--- config.mk ---
export PLATFORM = sky130hd
export DESIGN_NAME = lru_function_state_cache_top
export DESIGN_NICKNAME = d
export VERILOG_FILES = /design/src/sv/lfsc_pkg.sv /design/src/sv/lru_function_state_cache_top.sv /design/src/sv/lfsc_cell.sv /design/src/sv/lfsc_flag_op.sv
export SDC_FILE = /design/constraint.sdc
export NUM_CORES = 1
export LEC_CHECK = 0
export ABC_AREA = 1
export BUFFER_PORTS_ARGS = -buffer_cell sky130_fd_sc_hd__buf_2
export CORE_MARGIN = 4
export CORE_UTILIZATION = 57
export CTS_CLUSTER_DIAMETER = 40
export DETAILED_ROUTE_END_ITERATION = 16
export GPL_TIMING_DRIVEN = 0
export PLACE_DENSITY_LB_ADDON = 0.1
export REMOVE_ABC_BUFFERS = 1
export SLEW_MARGIN = 25
export SYNTH_ARGS = -nofsm -noshare
export SYNTH_HDL_FRONTEND = slang
export SYNTH_SLANG_ARGS = --single-unit
--- constraint.sdc ---
create_clock -name clk -period 22 [get_ports clk]
set_input_delay 3.3 -clock clk [delete_from_list [all_inputs] [get_ports clk]]
set_output_delay 3.3 -clock clk [all_outputs]
set_load 0.1 [all_outputs]
--- src/sv/lfsc_pkg.sv ---
`timescale 1ns / 1ps
// ----------------------------------------------------------------------------
// lfsc_pkg: shared definitions for the function flag cache
// Field widths of the command and result words, and the controller states.
// ----------------------------------------------------------------------------
package lfsc_pkg;

  // fixed widths of the command and result word fields
  localparam int ADDR_FIELD_W = 14;
  localparam int FUNC_W       = 5;
  localparam int VALUE_W      = 8;

  // controller states
  typedef enum logic [0:0] {
    ST_IDLE,
    ST_LOOKUP
  } lfsc_state_t;

endpackage : lfsc_pkg

--- src/sv/lru_function_state_cache_top.sv ---
`timescale 1ns / 1ps
// ----------------------------------------------------------------------------
// lru_function_state_cache_top: move-to-front function flag cache
// Fully associative cache of per-address flag words in a chain of cells.
// ----------------------------------------------------------------------------
// A command word is captured into a holding register and then looked up:
// every cell compares its tag in parallel, the matching flag word is gathered
// along the chain, the flag is updated or read, and the chain shifts so that
// the entry lands at the head (a miss shifts the whole chain and drops the tail
// entry when full). The result word is loaded into an output register at the
// lookup. A new command is taken only once the previous lookup is done; the
// lookup step waits while the previous result is still stalled, and the input
// stalls during the lookup step. Entry valid bits clear at reset, no clearing pass.
// ----------------------------------------------------------------------------
module lru_function_state_cache_top #(
  parameter int ENTRIES      = 16,
  parameter int FLAG_BITS    = 32,
  parameter int FUNC_BASE    = 0,
  parameter int ADDRESS_BITS = 14
) (
  input  logic                                 clk,
  input  logic                                 rst_n,
  input  logic                                 in_valid,
  output logic                                 in_stall,
  input  logic                                 in_kind,
  input  logic [lfsc_pkg::ADDR_FIELD_W-1:0]    in_target_address,
  input  logic [lfsc_pkg::FUNC_W-1:0]          in_function_number,
  input  logic                                 in_new_state,
  input  logic [lfsc_pkg::VALUE_W-1:0]         in_value_when_on,
  output logic                                 out_valid,
  input  logic                                 out_stall,
  output logic                                 out_changed,
  output logic [lfsc_pkg::VALUE_W-1:0]         out_read_value
);
  import lfsc_pkg::*;

  localparam int TAG_W = (ADDRESS_BITS < ADDR_FIELD_W) ? ADDRESS_BITS : ADDR_FIELD_W;

  lfsc_state_t state_r, state_nxt;

  logic               kind_r;
  logic [TAG_W-1:0]   tag_r;
  logic [FUNC_W-1:0]  func_r;
  logic               new_state_r;
  logic [VALUE_W-1:0] value_r;

  logic               out_valid_r, out_valid_nxt;
  logic               out_changed_r;
  logic [VALUE_W-1:0] out_read_value_r;

  logic               capture;
  logic               commit;

  logic                 link_valid [0:ENTRIES];
  logic [TAG_W-1:0]     link_tag   [0:ENTRIES];
  logic [FLAG_BITS-1:0] link_flags [0:ENTRIES];
  logic                 hit_before [0:ENTRIES];
  logic [FLAG_BITS-1:0] acc        [0:ENTRIES];
  logic [ENTRIES-1:0]   valid_vec;
  logic [ENTRIES-1:0]   hit_vec;

  logic [FLAG_BITS-1:0] new_flags;
  logic                 op_changed;
  logic [VALUE_W-1:0]   op_read_value;

  // controller: next state, handshake and output valid
  always_comb begin
    state_nxt     = state_r;
    in_stall      = 1'b1;
    capture       = 1'b0;
    commit        = 1'b0;
    out_valid_nxt = out_valid_r && out_stall;
    unique case (state_r)
      ST_IDLE: begin
        in_stall = 1'b0;
        if (in_valid) begin
          capture   = 1'b1;
          state_nxt = ST_LOOKUP;
        end
      end
      ST_LOOKUP: begin
        if (!out_valid_r || !out_stall) begin
          commit        = 1'b1;
          out_valid_nxt = 1'b1;
          state_nxt     = ST_IDLE;
        end
      end
      default: state_nxt = ST_IDLE;
    endcase
  end

  always_ff @(posedge clk) begin
    if (!rst_n) begin
      state_r     <= ST_IDLE;
      out_valid_r <= 1'b0;
    end else begin
      state_r     <= state_nxt;
      out_valid_r <= out_valid_nxt;
    end
  end

  // hold the command word for the lookup step
  always_ff @(posedge clk) begin
    if (capture) begin
      kind_r      <= in_kind;
      tag_r       <= in_target_address[TAG_W-1:0];
      func_r      <= in_function_number;
      new_state_r <= in_new_state;
      value_r     <= in_value_when_on;
    end
  end

  // head of the chain: the looked-up entry re-enters as most recent
  assign link_valid[0] = 1'b1;
  assign link_tag[0]   = tag_r;
  assign link_flags[0] = new_flags;
  assign hit_before[0] = 1'b0;
  assign acc[0]        = '0;

  for (genvar i = 0; i < ENTRIES; i++) begin : g_cell
    lfsc_cell #(
      .TAG_W     (TAG_W),
      .FLAG_BITS (FLAG_BITS)
    ) u_cell (
      .clk            (clk),
      .rst_n          (rst_n),
      .commit         (commit),
      .cmp_tag        (tag_r),
      .prev_valid     (link_valid[i]),
      .prev_tag       (link_tag[i]),
      .prev_flags     (link_flags[i]),
      .hit_before_in  (hit_before[i]),
      .acc_in         (acc[i]),
      .valid          (link_valid[i+1]),
      .tag            (link_tag[i+1]),
      .flags          (link_flags[i+1]),
      .hit            (hit_vec[i]),
      .hit_before_out (hit_before[i+1]),
      .acc_out        (acc[i+1])
    );
    assign valid_vec[i] = link_valid[i+1];
  end

  // update or read the flag; a miss starts from a cleared word
  lfsc_flag_op #(
    .FLAG_BITS (FLAG_BITS),
    .FUNC_BASE (FUNC_BASE)
  ) u_flag_op (
    .kind       (kind_r),
    .new_state  (new_state_r),
    .func       (func_r),
    .value      (value_r),
    .flags_in   (acc[ENTRIES]),
    .flags_out  (new_flags),
    .changed    (op_changed),
    .read_value (op_read_value)
  );

  // load the result word
  always_ff @(posedge clk) begin
    if (commit) begin
      out_changed_r    <= op_changed;
      out_read_value_r <= op_read_value;
    end
  end

  assign out_valid      = out_valid_r;
  assign out_changed    = out_changed_r;
  assign out_read_value = out_read_value_r;

  // valid entries always sit packed at the head of the chain
  a_valid_packed: assert property (@(posedge clk) disable iff (!rst_n)
    (valid_vec & (valid_vec + 1'b1)) == '0)
    else $error("cache entries not packed at head of chain");

  // tags are unique among valid entries
  a_single_hit: assert property (@(posedge clk) disable iff (!rst_n)
    $onehot0(hit_vec))
    else $error("more than one cache entry matches");

  // a committed lookup leaves its entry at the head, matching the held tag
  a_head_after_commit: assert property (@(posedge clk) disable iff (!rst_n)
    commit |=> valid_vec[0] && hit_vec[0])
    else $error("looked-up entry not at head of chain");

  // a result is produced only by a lookup step
  a_result_source: assert property (@(posedge clk) disable iff (!rst_n)
    $rose(out_valid_r) |-> $past(commit))
    else $error("result word without lookup");

endmodule : lru_function_state_cache_top

--- src/sv/lfsc_cell.sv ---
`timescale 1ns / 1ps
// ----------------------------------------------------------------------------
// lfsc_cell: one slot of the move-to-front chain
// Holds one tag and flag word, compares the tag against the lookup address
// and takes its predecessor's entry when the chain shifts past it.
// ----------------------------------------------------------------------------
module lfsc_cell #(
  parameter int TAG_W     = 14,
  parameter int FLAG_BITS = 32
) (
  input  logic                 clk,
  input  logic                 rst_n,
  input  logic                 commit,
  input  logic [TAG_W-1:0]     cmp_tag,
  input  logic                 prev_valid,
  input  logic [TAG_W-1:0]     prev_tag,
  input  logic [FLAG_BITS-1:0] prev_flags,
  input  logic                 hit_before_in,
  input  logic [FLAG_BITS-1:0] acc_in,
  output logic                 valid,
  output logic [TAG_W-1:0]     tag,
  output logic [FLAG_BITS-1:0] flags,
  output logic                 hit,
  output logic                 hit_before_out,
  output logic [FLAG_BITS-1:0] acc_out
);

  logic                 valid_r;
  logic [TAG_W-1:0]     tag_r;
  logic [FLAG_BITS-1:0] flags_r;
  logic                 shift;

  // compare against the lookup address and pass the match on down the chain
  assign hit            = valid_r && (tag_r == cmp_tag);
  assign hit_before_out = hit_before_in | hit;
  assign acc_out        = acc_in | (hit ? flags_r : '0);

  // shift only while no match has been seen closer to the head
  assign shift = commit && !hit_before_in;

  // hold or take the neighbour's entry
  always_ff @(posedge clk) begin
    if (!rst_n) begin
      valid_r <= 1'b0;
    end else if (shift) begin
      valid_r <= prev_valid;
    end
  end

  always_ff @(posedge clk) begin
    if (shift) begin
      tag_r   <= prev_tag;
      flags_r <= prev_flags;
    end
  end

  assign valid = valid_r;
  assign tag   = tag_r;
  assign flags = flags_r;

endmodule : lfsc_cell

--- src/sv/lfsc_flag_op.sv ---
`timescale 1ns / 1ps
// ----------------------------------------------------------------------------
// lfsc_flag_op: single flag update and read
// Sets, clears or tests one flag of the selected entry's flag word.
// ----------------------------------------------------------------------------
module lfsc_flag_op #(
  parameter int FLAG_BITS = 32,
  parameter int FUNC_BASE = 0
) (
  input  logic                          kind,
  input  logic                          new_state,
  input  logic [lfsc_pkg::FUNC_W-1:0]   func,
  input  logic [lfsc_pkg::VALUE_W-1:0]  value,
  input  logic [FLAG_BITS-1:0]          flags_in,
  output logic [FLAG_BITS-1:0]          flags_out,
  output logic                          changed,
  output logic [lfsc_pkg::VALUE_W-1:0]  read_value
);
  import lfsc_pkg::*;

  localparam int IDX_W = FUNC_W + 1;

  logic [IDX_W-1:0]     idx;
  logic                 in_range;
  logic [FLAG_BITS-1:0] mask;
  logic                 cur;

  // locate the flag; out-of-range numbers touch nothing
  assign idx      = {1'b0, func} - IDX_W'(FUNC_BASE);
  assign in_range = ({1'b0, func} >= IDX_W'(FUNC_BASE)) && (int'(idx) < FLAG_BITS);
  assign mask     = in_range ? ({{(FLAG_BITS-1){1'b0}}, 1'b1} << idx) : '0;
  assign cur      = |(flags_in & mask);

  // apply the update or the read
  always_comb begin
    flags_out  = flags_in;
    changed    = 1'b0;
    read_value = '0;
    if (!kind) begin
      flags_out = new_state ? (flags_in | mask) : (flags_in & ~mask);
      changed   = in_range && (new_state != cur);
    end else if (cur) begin
      read_value = value;
    end
  end

endmodule : lfsc_flag_op

==> key figures <==
STA
  • Final setup fails: 0
  • Fin. max-slew vios: 0
  • Final min period: 8.21 ns
  • Slew headroom: about a quarter
  • Final Hold Viols: 0
  • Slew @ Worst Pin: between 1 and 1.5 ns
  • RSZ-0062 raised after global routing: false
  • Total Neg Setup Slack: 0 ns
  • Fmax: roughly 120 MHz
  • Fin crit share: a little under two fifths
  • Final worst setup slack: 13.79 ns
  • Worst clock skew: 0.0335 ns

Critical path
  • Worst setup EP type: register
  • CP required: 22.34 ns
  • Maximum fanout along the worst path: 30
  • Type of the worst setup path: primary input to register
  • Worst path most repeated cell: buf_16
  • WP buf/inv: 9
  • WP depth: 19
  • Crit path launch type: primary input
  • Reg2reg end: g_cell[15].u_cell.flags[10]
  • CP Capture Point: g_cell[14].u_cell.flags[10]
  • R2R setup slack: around 15 ns
  • Kind of cell adding the most delay to the critical path: simple AND/OR/NAND/NOR gates
  • CP max stage delay: 0.60 ns
  • Launching point of the worst reg2reg path: tag_r[2]
  • Worst r2r path cells: 21
  • Critical path arrival: 8.56 ns
  • Crit-path cells: buf_2, nand2_1, nand2_1, inv_4, nand2_2, nor2_4, buf_12, buf_16, nand4_2, nor2_4, buf_16, buf_16, nand4_2, nor2_4, buf_16, nand4_2, nor2_4, buf_16, buf_8
  • Slowest cell on the critical path: nor2_4
  • CP startpoint: out_stall

Routing
  • Via count: 23800
  • Starting DRC count in detailed routing: 2810
  • Drt pass-1 iters: 6
  • Drt wl/cell: between 20 and 30 um
  • Antenna Nets Post-Route: 0
  • Final wirelength: 99100 um
  • DRC: 0
  • Vias per cell: a little over 6

Clock network
  • Sinks on Clock Net: 792
  • TritonCTS clock tree: yes
  • Cts bufs inserted: 109
  • Gates resized, CTS repair: 0
  • Hold Buf Count CTS: 0
  • Worst skew pair latency: 0.67 ns
  • Htree depth: 3
  • Root buffer cell: clkbuf_16
  • # Post-CTS Setup Buffers: 0
  • Clock Path Buffers: 3
  • Worst-path clk slew: 0.06 ns

Final layout
  • Final Core Density: 67.5%
  • N_diodes: 0
  • Synth-to-Final Area Change: 16.7%
  • Layout cells sized above 1: 13.0%
  • Layout Nets: 3058
  • Final std cells w/o fill: ~3900
  • Final Instance Area: between 30000 and 40000 um2

Synthesis
  • Post-Synthesis Cells: about 3000
  • Sequential-to-total area share from yosys stat: 70.3%
  • Post-synth top area share: just under 70%
  • Post-synth EDFFs: 774
  • Netlist cell types: 37
  • Seq cells post-synth: 792
  • Most instantiated cells after synthesis: nand2_1, edfxtp_1, nor2_1
  • Area leader, netlist: edfxtp_1
  • Mapped Avg Cell Area: 11.5 um2
  • Top cells by area, synth: edfxtp_1, nand2_1, nand3_1, nor2_1, xnor2_1
  • Most frequent cell after synthesis: nand2_1
  • Mapped Area: ~34000 um2
  • Yosys warnings: 0
  • Top FF cell, synth: edfxtp_1
  • Async set or reset register ratio after synthesis: 0%

Die
  • Die area: 62900 um2
  • IO Count: 44
  • Die H: 251 um
  • Die Wd: 251 um
  • # rows: 88
  • Initial Util: 57.9%
  • CORE AREA: between 50000 and 60000 um2

Global route
  • Initial antenna violation count: 1
  • Vias in the first global route: between 20000 and 25000
  • Largest net degree at the start of global routing: between 50 and 60
  • Total gr overflow: 0
  • First-pass GRT wire length: 146000 um
  • Gr usage total: between 30% and 40%

Power
  • Leakage: 15.2 nW
  • PwrDens: roughly 100 nW/um2
  • Peak VDD IR: between 80 and 90 uV

Place
  • Final GP Congestion: 0.897
  • Area after DPL: around 35000 um2
  • Dpl ws: 13.06 ns
  • Placed cells: 3678
  • HPWL Detailed: 64800 um
  • IO buf count: 43

Status
  • Outcome: completed

Min path
  • Min-Delay Path Class: register to register

Run
  • Maxcap violations: 0
==> per-layer routing <==
metal	up-vias	track usage, %	routed length (um)
met2	1761	49.6	45500
met4	0	13.2	4980
met5	-	0	0
li1	10200	-	-
met3	374	7.98	12700
met1	11400	41.3	35900
==> cell families after synthesis <==
logic type | after synthesis | share of synthesized area [%]
AOI/OAI and AO/OA | 195 | 2.95
buffers and inverters | 261 | 4.08
DFF | 792 | 70.3
xor gates and xnor gates | 81 | 2.11
and+or+nand+nor | 1593 | 20.6
==> state kept, by name (all words and copies together) (netlist names) <==
name	cells
state_r	1
out_changed	1
out_valid	1
g_cell.u_cell.tag	224
g_cell.u_cell.flags	512
tag_r	14
out_read_value	8
new_state_r	1
value_r	8
kind_r	1
func_r	5
g_cell.u_cell.valid	16
==> final cells by class <==
cell class / instances / area, um2
Sequential cell: 792 / 23600
Fill cell: 4065 / 18800
Multi-Input combinational cell: 1869 / 8690
Clock buffer: 123 / 2850
Timing Repair Buffer: 100 / 1640
Tap cell: 765 / 957
Clock inverter: 84 / 832
Inverter: 153 / 602
==> cell usage in the layout (no fill, tap or decap), types with 2 or more instances in the layout <==
cell        instances
nand2_1           833
nand4_2             3
nor2_8              3
inv_6              11
buf_16             41
inv_2              26
nand4_4             2
clkbuf_1           10
nor2_4             37
xor2_1              9
edfxtp_1          774
buf_12             11
clkinv_4           13
dfxtp_1            18
o22ai_1             5
clkinvlp_4         18
nand2_2            10
nand3_1           319
buf_2              43
nand4_1             7
o21ai_0            49
inv_4              11
clkinv_2           16
inv_1             116
bufinv_16          11
clkinv_1           13
xnor2_1            72
clkbuf_16         112
buf_8               5
nor2_1            336
o21ai_1            85
nor3_1             14
nand3_2             2
a21oi_1            53
o21ai_2             2
nand2_4             9
nor2_2             12
==> metrics by stage <==
step	power (mW)	hold slack [ns]
global placement	2.03	0.427
CTS	3.81	0.438
finish	3.81	0.436
detailed placement	2.06	0.432
floorplan	1.95	0.426
global route	3.91	0.447
==> report_power, final <==
part | switching, mW | internal, mW
Combinational | 0.144 | 0.0595
Clock | 0.691 | 1.07
Sequential | 0.0640 | 1.78
Total | 0.899 | 2.91
==> how the worst min path moves through the flow <==
| stage | start | to | cells after the start |
|---|---|---|---|
| after floorplan | g_cell[9].u_cell.tag[10] | g_cell[10].u_cell.tag[10] | 0 |
| after global placement | g_cell[14].u_cell.flags[2] | g_cell[15].u_cell.flags[2] | 0 |
| after detailed placement | g_cell[9].u_cell.flags[30] | g_cell[10].u_cell.flags[30] | 0 |
| after CTS | g_cell[11].u_cell.flags[25] | g_cell[12].u_cell.flags[25] | 0 |
| after global routing | g_cell[4].u_cell.flags[17] | g_cell[5].u_cell.flags[17] | 0 |
| final | g_cell[0].u_cell.flags[31] | g_cell[1].u_cell.flags[31] | 0 |
(Power assumes the default switching activity.)
